### config.mk
export PLATFORM = sky130hd
export DESIGN_NAME = hrrn_ready_queue_scheduler
export DESIGN_NICKNAME = d
export VERILOG_FILES = /design/src/rtl/core/hrrn_pkg.sv /design/src/rtl/core/hrrn_cell.sv /design/src/rtl/core/hrrn_judge.sv /design/src/rtl/core/hrrn_ready_queue_scheduler.sv
export SDC_FILE = /design/constraint.sdc
export NUM_CORES = 2
export LEC_CHECK = 0
export ABC_CLOCK_PERIOD_IN_PS = 10100
export BUFFER_PORTS_ARGS = -buffer_cell sky130_fd_sc_hd__buf_2
export CAP_MARGIN = 0
export CORE_MARGIN = 5
export CORE_UTILIZATION = 40
export CTS_CLUSTER_SIZE = 28
export DETAILED_ROUTE_END_ITERATION = 10
export HOLD_SLACK_MARGIN = 0.15
export PLACE_DENSITY = 0.56
export SYNTH_ARGS = -nofsm -noshare
export SYNTH_HDL_FRONTEND = slang
export SYNTH_SLANG_ARGS = --single-unit
### constraint.sdc
create_clock -name clk -period 10.1 [get_ports clk]
set_input_delay 0.505 -clock clk [delete_from_list [all_inputs] [get_ports clk]]
set_output_delay 0.505 -clock clk [all_outputs]
set_load 0.02 [all_outputs]
### src/rtl/core/hrrn_pkg.sv
// hrrn_pkg: shared types, constants and codes for the hrrn ready-queue scheduler
// no dependencies
package hrrn_pkg;

	localparam int MaxProcsDef = 16;
	localparam int IdW = 4;
	localparam int SvcW = 16;
	localparam int TickW = 32;
	localparam int SliceW = 14;
	localparam int CntW = 5;
	localparam int CfgW = 8;
	localparam logic [CfgW-1:0] BaseSliceRst = 8'd5;
	localparam int SliceMult = 50;

	typedef enum logic [1:0] {
		FUNC_ENQ  = 2'd0,
		FUNC_DEQ  = 2'd1,
		FUNC_PICK = 2'd2,
		FUNC_TICK = 2'd3
	} func_t;

	typedef enum logic [1:0] {
		ST_IDLE,
		ST_SCAN,
		ST_DONE
	} state_t;

	typedef struct packed {
		logic [1:0]      func;
		logic [IdW-1:0]  proc_id;
		logic [SvcW-1:0] svc_time;
	} in_item_t;

	typedef struct packed {
		logic            pick_valid;
		logic [IdW-1:0]  picked_id;
		logic            resched_req;
		logic            status;
		logic [CntW-1:0] queued_count;
	} out_item_t;

	// one slot's view, handed along the ring of cells
	typedef struct packed {
		logic             valid;
		logic [TickW-1:0] entry;
		logic [SvcW-1:0]  svc;
	} slot_view_t;

	// per-cycle control from top to cells
	typedef struct packed {
		logic            enq;
		logic            deq;
		logic            tick;
		logic            rotate;
		logic [SvcW-1:0] svc;
		logic [TickW-1:0] now;
		logic [SliceW-1:0] slice;
	} cell_ctl_t;

endpackage

### src/rtl/core/hrrn_cell.sv
// hrrn_cell: one process slot of the ring; holds valid, entry tick, service, slice
// depends on hrrn_pkg
module hrrn_cell (
	input  logic                clk,
	input  logic                arst_n,
	input  logic                is_slot,
	input  hrrn_pkg::cell_ctl_t ctl,
	input  hrrn_pkg::slot_view_t prev,
	output hrrn_pkg::slot_view_t view,
	output logic                valid_now,
	output logic                resched
);
	import hrrn_pkg::*;

	logic              valid_q;
	logic [TickW-1:0]  entry_q;
	logic [SvcW-1:0]   svc_q;
	logic [SliceW-1:0] slice_q;
	logic [SliceW-1:0] slice_dec;

	assign slice_dec = (slice_q != '0) ? slice_q - SliceW'(1) : slice_q;
	assign resched   = (slice_dec == '0);
	assign view      = '{valid: valid_q, entry: entry_q, svc: svc_q};
	assign valid_now = valid_q;

	always_ff @(posedge clk or negedge arst_n) begin
		if (!arst_n) begin
			valid_q <= 1'b0;
			slice_q <= '0;
		end else if (ctl.rotate) begin
			valid_q <= prev.valid;
		end else if (is_slot) begin
			if (ctl.enq && !valid_q) begin
				valid_q <= 1'b1;
				slice_q <= ctl.slice;
			end else if (ctl.deq) begin
				valid_q <= 1'b0;
			end else if (ctl.tick) begin
				slice_q <= slice_dec;
			end
		end
	end

	always_ff @(posedge clk) begin
		if (ctl.rotate) begin
			entry_q <= prev.entry;
			svc_q   <= prev.svc;
		end else if (is_slot && ctl.enq && !valid_q) begin
			entry_q <= ctl.now;
			svc_q   <= (ctl.svc == '0) ? SvcW'(1) : ctl.svc;
		end
	end

endmodule

### src/rtl/core/hrrn_judge.sv
// hrrn_judge: compares the slot at the ring head against the best so far
// two-stage: products registered, then compare and update; depends on hrrn_pkg
module hrrn_judge #(
	parameter int MaxProcs = hrrn_pkg::MaxProcsDef,
	parameter int IdxW = $clog2(MaxProcs)
) (
	input  logic                 clk,
	input  logic                 arst_n,
	input  logic                 start,
	input  logic                 step,
	input  logic [IdxW-1:0]      idx,
	input  logic [hrrn_pkg::TickW-1:0] now,
	input  hrrn_pkg::slot_view_t head,
	output logic                 found,
	output logic [IdxW-1:0]      best_idx
);
	import hrrn_pkg::*;

	localparam int WW = TickW + 1;
	localparam int PW = WW + SvcW;

	logic [TickW-1:0] bwait_q;
	logic [SvcW-1:0]  bsvc_q;
	logic             found_q;
	logic [IdxW-1:0]  bidx_q;

	logic             v_s1;
	logic [IdxW-1:0]  idx_s1;
	logic [TickW-1:0] wait_s1;
	logic [SvcW-1:0]  svc_s1;
	logic [PW-1:0]    lhs_s1, rhs_s1;
	logic [TickW-1:0] cwait;
	logic             beats;

	assign cwait = now - head.entry;

	always_ff @(posedge clk or negedge arst_n) begin
		if (!arst_n) begin
			v_s1 <= 1'b0;
		end else begin
			v_s1 <= step && head.valid;
		end
	end

	always_ff @(posedge clk) begin
		idx_s1  <= idx;
		wait_s1 <= cwait;
		svc_s1  <= head.svc;
		lhs_s1  <= PW'(WW'(cwait) + WW'(head.svc)) * PW'(bsvc_q);
		rhs_s1  <= PW'(WW'(bwait_q) + WW'(bsvc_q)) * PW'(head.svc);
	end

	always_comb begin
		if (lhs_s1 != rhs_s1)      beats = lhs_s1 > rhs_s1;
		else if (svc_s1 != bsvc_q) beats = svc_s1 < bsvc_q;
		else if (wait_s1 != bwait_q) beats = wait_s1 > bwait_q;
		else                       beats = 1'b0;
	end

	// a step only follows the previous step's update, so best is stable at s1
	always_ff @(posedge clk or negedge arst_n) begin
		if (!arst_n) begin
			found_q <= 1'b0;
			bidx_q  <= '0;
		end else if (start) begin
			found_q <= 1'b0;
			bidx_q  <= '0;
		end else if (v_s1 && (!found_q || beats)) begin
			found_q <= 1'b1;
			bidx_q  <= idx_s1;
		end
	end

	always_ff @(posedge clk) begin
		if (v_s1 && (!found_q || beats)) begin
			bwait_q <= wait_s1;
			bsvc_q  <= svc_s1;
		end
	end

	assign found    = found_q;
	assign best_idx = bidx_q;

endmodule

### src/rtl/core/hrrn_ready_queue_scheduler.sv
// hrrn_ready_queue_scheduler: top level, ring of slot cells and a ratio judge
// depends on hrrn_pkg, hrrn_cell, hrrn_judge
//
// channel  dir  handshake      payload
// cfg      in   valid/ready    base_time_slice
// in       in   valid/stall    in_item_t
// out      out  valid/stall    out_item_t
//
// enqueue, dequeue, tick: result registered. pick: scan length set by the ring rotating
// one cell at a time past the single multiply judge.
// reset clears the table, clock, count and slice; base slice resets to 5.
// the output register holds a result until transferred; the next item waits for it.
module hrrn_ready_queue_scheduler #(
	parameter int MaxProcs = hrrn_pkg::MaxProcsDef
) (
	input  logic                clk,
	input  logic                arst_n,
	input  logic                cfg_valid,
	output logic                cfg_ready,
	input  logic [hrrn_pkg::CfgW-1:0] cfg_data,
	input  logic                in_valid,
	output logic                in_stall,
	input  hrrn_pkg::in_item_t  in_data,
	output logic                out_valid,
	input  logic                out_stall,
	output hrrn_pkg::out_item_t out_data
);
	import hrrn_pkg::*;

	localparam int IdxW = (MaxProcs > 1) ? $clog2(MaxProcs) : 1;
	localparam int RotW = $clog2(MaxProcs + 1);

	state_t state_q, state_d;
	logic [CfgW-1:0]  base_q;
	logic [TickW-1:0] clock_q;
	logic [CntW-1:0]  count_q;
	in_item_t         item_q;
	logic [RotW-1:0]  rot_q;
	logic             phase_q;
	logic             ovalid_q;
	out_item_t        out_q;
	out_item_t        res_d;

	cell_ctl_t        ctl;
	slot_view_t       views [MaxProcs];
	logic [MaxProcs-1:0] vnow, rs;
	logic             accept, in_range, cur_valid, cur_rs;
	logic [IdxW-1:0]  id_idx, head_idx;
	logic             jfound;
	logic [IdxW-1:0]  jbest;
	logic             step, start, rotate;
	logic [SliceW-1:0] slice_val;

	assign accept   = in_valid && !in_stall;
	assign in_stall = (state_q != ST_IDLE) || ovalid_q;
	assign cfg_ready = 1'b1;
	assign in_range = 32'(in_data.proc_id) < MaxProcs;
	assign id_idx   = IdxW'(in_data.proc_id);
	assign cur_valid = in_range && vnow[id_idx];
	assign cur_rs    = !in_range || rs[id_idx];
	assign slice_val = SliceW'(32'(base_q) * SliceMult);
	assign head_idx  = IdxW'(rot_q);

	assign start  = accept && (func_t'(in_data.func) == FUNC_PICK);
	assign step   = (state_q == ST_SCAN) && !phase_q && (rot_q < RotW'(MaxProcs));
	assign rotate = (state_q == ST_SCAN) && phase_q;

	always_comb begin
		ctl.enq    = accept && func_t'(in_data.func) == FUNC_ENQ;
		ctl.deq    = accept && func_t'(in_data.func) == FUNC_DEQ;
		ctl.tick   = accept && func_t'(in_data.func) == FUNC_TICK;
		ctl.rotate = rotate;
		ctl.svc    = in_data.svc_time;
		ctl.now    = clock_q;
		ctl.slice  = slice_val;
	end

	for (genvar g = 0; g < MaxProcs; g++) begin : g_cell
		hrrn_cell u_cell (
			.clk(clk), .arst_n(arst_n),
			.is_slot(in_range && id_idx == IdxW'(g)),
			.ctl(ctl),
			.prev(views[(g + 1) % MaxProcs]),
			.view(views[g]),
			.valid_now(vnow[g]),
			.resched(rs[g])
		);
	end

	hrrn_judge #(.MaxProcs(MaxProcs), .IdxW(IdxW)) u_judge (
		.clk(clk), .arst_n(arst_n), .start(start), .step(step),
		.idx(head_idx), .now(clock_q), .head(views[0]),
		.found(jfound), .best_idx(jbest)
	);

	always_ff @(posedge clk or negedge arst_n) begin
		if (!arst_n) begin
			state_q <= ST_IDLE;
		end else begin
			state_q <= state_d;
		end
	end

	always_comb begin
		state_d = state_q;
		case (state_q)
			ST_IDLE: if (start) state_d = ST_SCAN;
			ST_SCAN: if (rotate && rot_q == RotW'(MaxProcs - 1)) state_d = ST_DONE;
			ST_DONE: state_d = ST_IDLE;
			default: state_d = ST_IDLE;
		endcase
	end

	always_ff @(posedge clk or negedge arst_n) begin
		if (!arst_n) begin
			base_q   <= BaseSliceRst;
			clock_q  <= '0;
			count_q  <= '0;
			rot_q    <= '0;
			phase_q  <= 1'b0;
			ovalid_q <= 1'b0;
		end else begin
			if (cfg_valid && cfg_ready) base_q <= cfg_data;
			if (ovalid_q && !out_stall) ovalid_q <= 1'b0;
			if (start) begin
				rot_q   <= '0;
				phase_q <= 1'b0;
			end else if (state_q == ST_SCAN) begin
				phase_q <= !phase_q;
				if (rotate) rot_q <= rot_q + RotW'(1);
			end
			if (accept && func_t'(in_data.func) != FUNC_PICK) begin
				ovalid_q <= 1'b1;
				case (func_t'(in_data.func))
					FUNC_ENQ:  if (in_range && !cur_valid) count_q <= count_q + CntW'(1);
					FUNC_DEQ:  if (cur_valid) count_q <= count_q - CntW'(1);
					FUNC_TICK: clock_q <= clock_q + TickW'(1);
					default:   ;
				endcase
			end
			if (state_q == ST_DONE) ovalid_q <= 1'b1;
		end
	end

	always_comb begin
		res_d = '0;
		res_d.queued_count = count_q;
		case (func_t'(in_data.func))
			FUNC_ENQ: begin
				res_d.status = !in_range || cur_valid;
				res_d.queued_count = count_q + CntW'(in_range && !cur_valid);
			end
			FUNC_DEQ: begin
				res_d.status = !cur_valid;
				res_d.queued_count = count_q - CntW'(cur_valid);
			end
			FUNC_TICK: res_d.resched_req = cur_rs;
			default: ;
		endcase
	end

	always_ff @(posedge clk) begin
		if (accept) item_q <= in_data;
		if (accept) begin
			out_q <= res_d;
		end else if (state_q == ST_DONE) begin
			out_q.pick_valid <= jfound;
			out_q.picked_id  <= jfound ? IdW'(jbest) : '0;
		end
	end

	assign out_valid = ovalid_q;
	assign out_data  = out_q;

`ifndef ASSERT_OFF
	a_no_accept_busy: assert property (@(posedge clk) disable iff (!arst_n)
		(state_q != ST_IDLE) |-> !accept) else $error("accept while busy");
	a_count_range: assert property (@(posedge clk) disable iff (!arst_n)
		count_q <= CntW'(MaxProcs)) else $error("count overflow");
	a_done_out: assert property (@(posedge clk) disable iff (!arst_n)
		(state_q == ST_DONE) |=> out_valid) else $error("pick result lost");
	a_pick_item: assert property (@(posedge clk) disable iff (!arst_n)
		(state_q == ST_SCAN) |-> func_t'(item_q.func) == FUNC_PICK)
		else $error("scan without pick");
`endif

endmodule
==> metrics.md <==
| Metric | Value |
|---|---|
| Fin crit share | `between 90% and 100%` |
| Critical Path Source Type | `flop` |
| Most frequent cells in the layout | `inv_1, nand2_1, a21o_1` |
| Launch point of the worst reg-to-reg path | `g_cell[0].u_cell.entry_q[7]` |
| GRT Util Overall | `between 20 and 25%` |
| Post-synthesis async set-or-reset flop share | `a little under a quarter` |
| Layout cells sized above 1 | `roughly 8.0%` |
| Slowest stage cell, crit path | `fa_1` |
| Seq cells post-synth | `approximately 1,300` |
| H-Tree Depth | `4` |
| Die Height | `roughly 500 um` |
| Largest net degree at the start of global routing | `roughly 230` |
| Starting density of the core | `40.09%` |
| Drt total wl | `around 280 mm` |
| Worst Hold Class | `input pin to flop` |
| CP arrival | `10.35 ns` |
| Clock tree from TritonCTS | `built` |
| Max frequency | `between 100 and 150 MHz` |
| Top FF cell, synth | `edfxtp_1` |
| Reg2reg setup slack | `approximately 0.37 ns` |
| First-pass DRT Iterations | `6` |
| Setup TNS | `0 ns` |
| Grt ovf | `0` |
| DP Wirelength | `slightly below 200 mm` |
| Final hold vios | `0` |
| FF-to-FF End | `u_judge.lhs_s1[48]` |
| First-pass GRT wire length | `approximately 440 mm` |
| CP max stage delay | `between 0.5 and 0.6 ns` |
| GP Congestion | `about 0.9` |
| Max_cap viols | `0` |
| Final core utilization | `44.59%` |
| Number of global-route vias before repair | `between 70,000 and 80,000` |
| Initial antenna violation count | `9` |
| Cell variety after synth | `slightly above 100` |
| Post-Synthesis Cells | `between 9,000 and 10,000` |
| Required time of the critical path | `around 11 ns` |
| I/O Pins | `50` |
| P&R area growth vs syn | `11.21%` |
| Root Driver | `clkbuf_16` |
| Routed WL per cell | `between 20 and 25 um` |
| Most common cell after layout, fill and taps aside | `inv_1` |
| Vias per inst | `5.502` |
| Seq/Total Area, Yosys | `between 30% and 40%` |
| Hold Crit Start | `in_data[18]` |
| Clock transition at path regs | `0.06 ns` |
| Tmin final | `between 9 and 10 ns` |
| Worst-case clock buffer depth | `3` |
| Final Max Tran Viols | `0` |
| Synth Area per Inst | `approximately 10 sq um` |
| Syn Nets | `~11,000` |
| # setup viols final | `0` |
| Post-DRT Antenna Nets | `0` |
| Rel. slew slack | `between 15 and 20%` |
| Clk sink count | `~1,300` |
| Tightest Pin Transition | `around 1.2 ns` |
| Vias after detailed routing | `70,227` |
| Worst-Skew Late Latency | `approximately 0.80 ns` |
| Iteration-0 DRC Markers | `slightly above 5,000` |
| CTS Buf Count | `around 150` |
| Row count | `179` |
| Final nets | `between 10,000 and 15,000` |
| Hold path cells | `4` |
| Critical path peak fanout | `11` |
| Hold endpoint | `g_cell[14].u_cell.valid_now` |
| DRC | `0` |
| R2R depth | `39` |
| Most frequent CP cell | `buf_4` |
| Status | `finished, final reports clean` |
| DIE WIDTH | `between 400 and 500 um` |
| Core area | `between 200,000 and 250,000 sq um` |
| DIE AREA | `247,600 sq um` |
| Yosys warning count | `0` |
| Crit path capture type | `flop` |
| Worst Setup Path Type | `flop to flop` |
| Mapped Area | `95,090 sq um` |
| I/O Buffers | `between 40 and 50` |
| EDFF count, synth | `slightly above 800` |
| Clock skew | `approximately 0.062 ns` |
[metrics by stage]
stage / hold WS (ns) / cells / cell area (sq um) / setup WS [ns]
finish: 0.2860 / 12764 / 105800 / 0.3745
global route: 0.3272 / 12763 / 105700 / -0.03037
CTS: 0.2133 / 12756 / 105500 / 0.01812
detailed placement: 0.4044 / 12461 / 100300 / -0.1280
global placement: 0.3998 / 12461 / 100300 / 0.08532
floorplan: 0.2094 / 9423 / 95090 / 0.1779
[registers in the layout (all words and copies together), names as in the netlist, 4 cells and up]
| register | count |
|---|---|
| g_cell.u_cell.entry_q | 512 |
| g_cell.u_cell.svc_q | 256 |
| g_cell.u_cell.slice_q | 224 |
| u_judge.lhs_s1 | 49 |
| u_judge.rhs_s1 | 49 |
| clock_q | 32 |
| u_judge.bwait_q | 32 |
| u_judge.wait_s1 | 32 |
| g_cell.u_cell.valid_now | 16 |
| u_judge.bsvc_q | 16 |
| u_judge.svc_s1 | 16 |
| out_data | 12 |
| base_q | 8 |
| count_q | 5 |
| rot_q | 5 |
| u_judge.best_idx | 4 |
| u_judge.idx_s1 | 4 |
[cell families after synthesis]
| logic type | after synthesis | synth area share [%] |
|---|---|---|
| simple gates | 2693 | 13.60 |
| fa+ha+maj | 1330 | 24.39 |
| other cells | 1 | 0.003944 |
| xor+xnor | 229 | 2.125 |
| mux | 36 | 0.4605 |
| compound gates | 2232 | 15.83 |
| buf+inv | 1624 | 6.445 |
| flops | 1278 | 37.15 |
[layout make-up]
class	count	area (sq um)
tap	3167	3963
clock buffer	188	4006
timing repair buffer	424	3228
clock inverter	84	937.1
sequential	1278	35330
fill	22322	131400
inverter	1098	4121
multi-input combinational	6521	54160
antenna	4	10.01
[worst max-delay path: cells and delay by family, from the launching register on]
family,cells,cell delay (ns)
simple gates,7,0.99
compound gates,11,2.13
flops,1,0.38
buf+inv,9,1.35
fa+ha+maj,9,4.07
xor+xnor,3,0.63
[Yosys cell counts (56+ instances only)]
cell type | n | area share (%)
a21o_1 | 893 | 7.1
a21oi_1 | 358 | 1.9
a31oi_1 | 57 | 0.38
and2_1 | 373 | 2.5
clkbuf_1 | 502 | 2.0
dfrtp_1 | 298 | 7.8
dfxtp_1 | 155 | 3.3
edfxtp_1 | 823 | 26
fa_1 | 872 | 18
ha_1 | 458 | 6.0
inv_1 | 1094 | 4.3
nand2_1 | 1102 | 4.4
nand2b_1 | 57 | 0.38
nand3_1 | 152 | 0.80
nand4_1 | 64 | 0.42
nor2_1 | 393 | 1.6
nor2b_1 | 97 | 0.64
nor3_1 | 170 | 0.89
nor4_1 | 65 | 0.43
o211ai_1 | 56 | 0.44
o21ai_0 | 411 | 2.2
or3_1 | 62 | 0.41
xnor2_1 | 160 | 1.5
xor2_1 | 67 | 0.62
[routing by layer]
metal	up-vias	global-route usage, %	part of all wire [%]
li1	32141	-	-
met1	35822	29.36	43
met2	1774	38.01	49
met3	484	2.489	4.3
met4	6	8.524	4.1
met5	-	0	0.012
[repair_timing]
item / CTS / global route
gates cloned: 1 / 0
pin swaps: 2 / 10
hold buffers: 22 / 0
endpoints found under the setup margin: 4 / 25
resized for setup: 13 / 41
hold endpoints to repair: 105 / 0
setup buffers: 0 / 4
[how the worst max path moves through the flow]
stage / from / endpoint
after floorplan: clock_q[0] / u_judge.lhs_s1[42]
after global placement: clock_q[0] / u_judge.lhs_s1[48]
after detailed placement: clock_q[0] / u_judge.lhs_s1[48]
after CTS: clock_q[0] / u_judge.lhs_s1[48]
after global routing: g_cell[0].u_cell.entry_q[1] / u_judge.lhs_s1[42]
final: g_cell[0].u_cell.entry_q[7] / u_judge.lhs_s1[48]
Power is left out: the tool's default activity adds up to more than one toggle a clock period on the data nets, which glitch-free logic cannot reach.
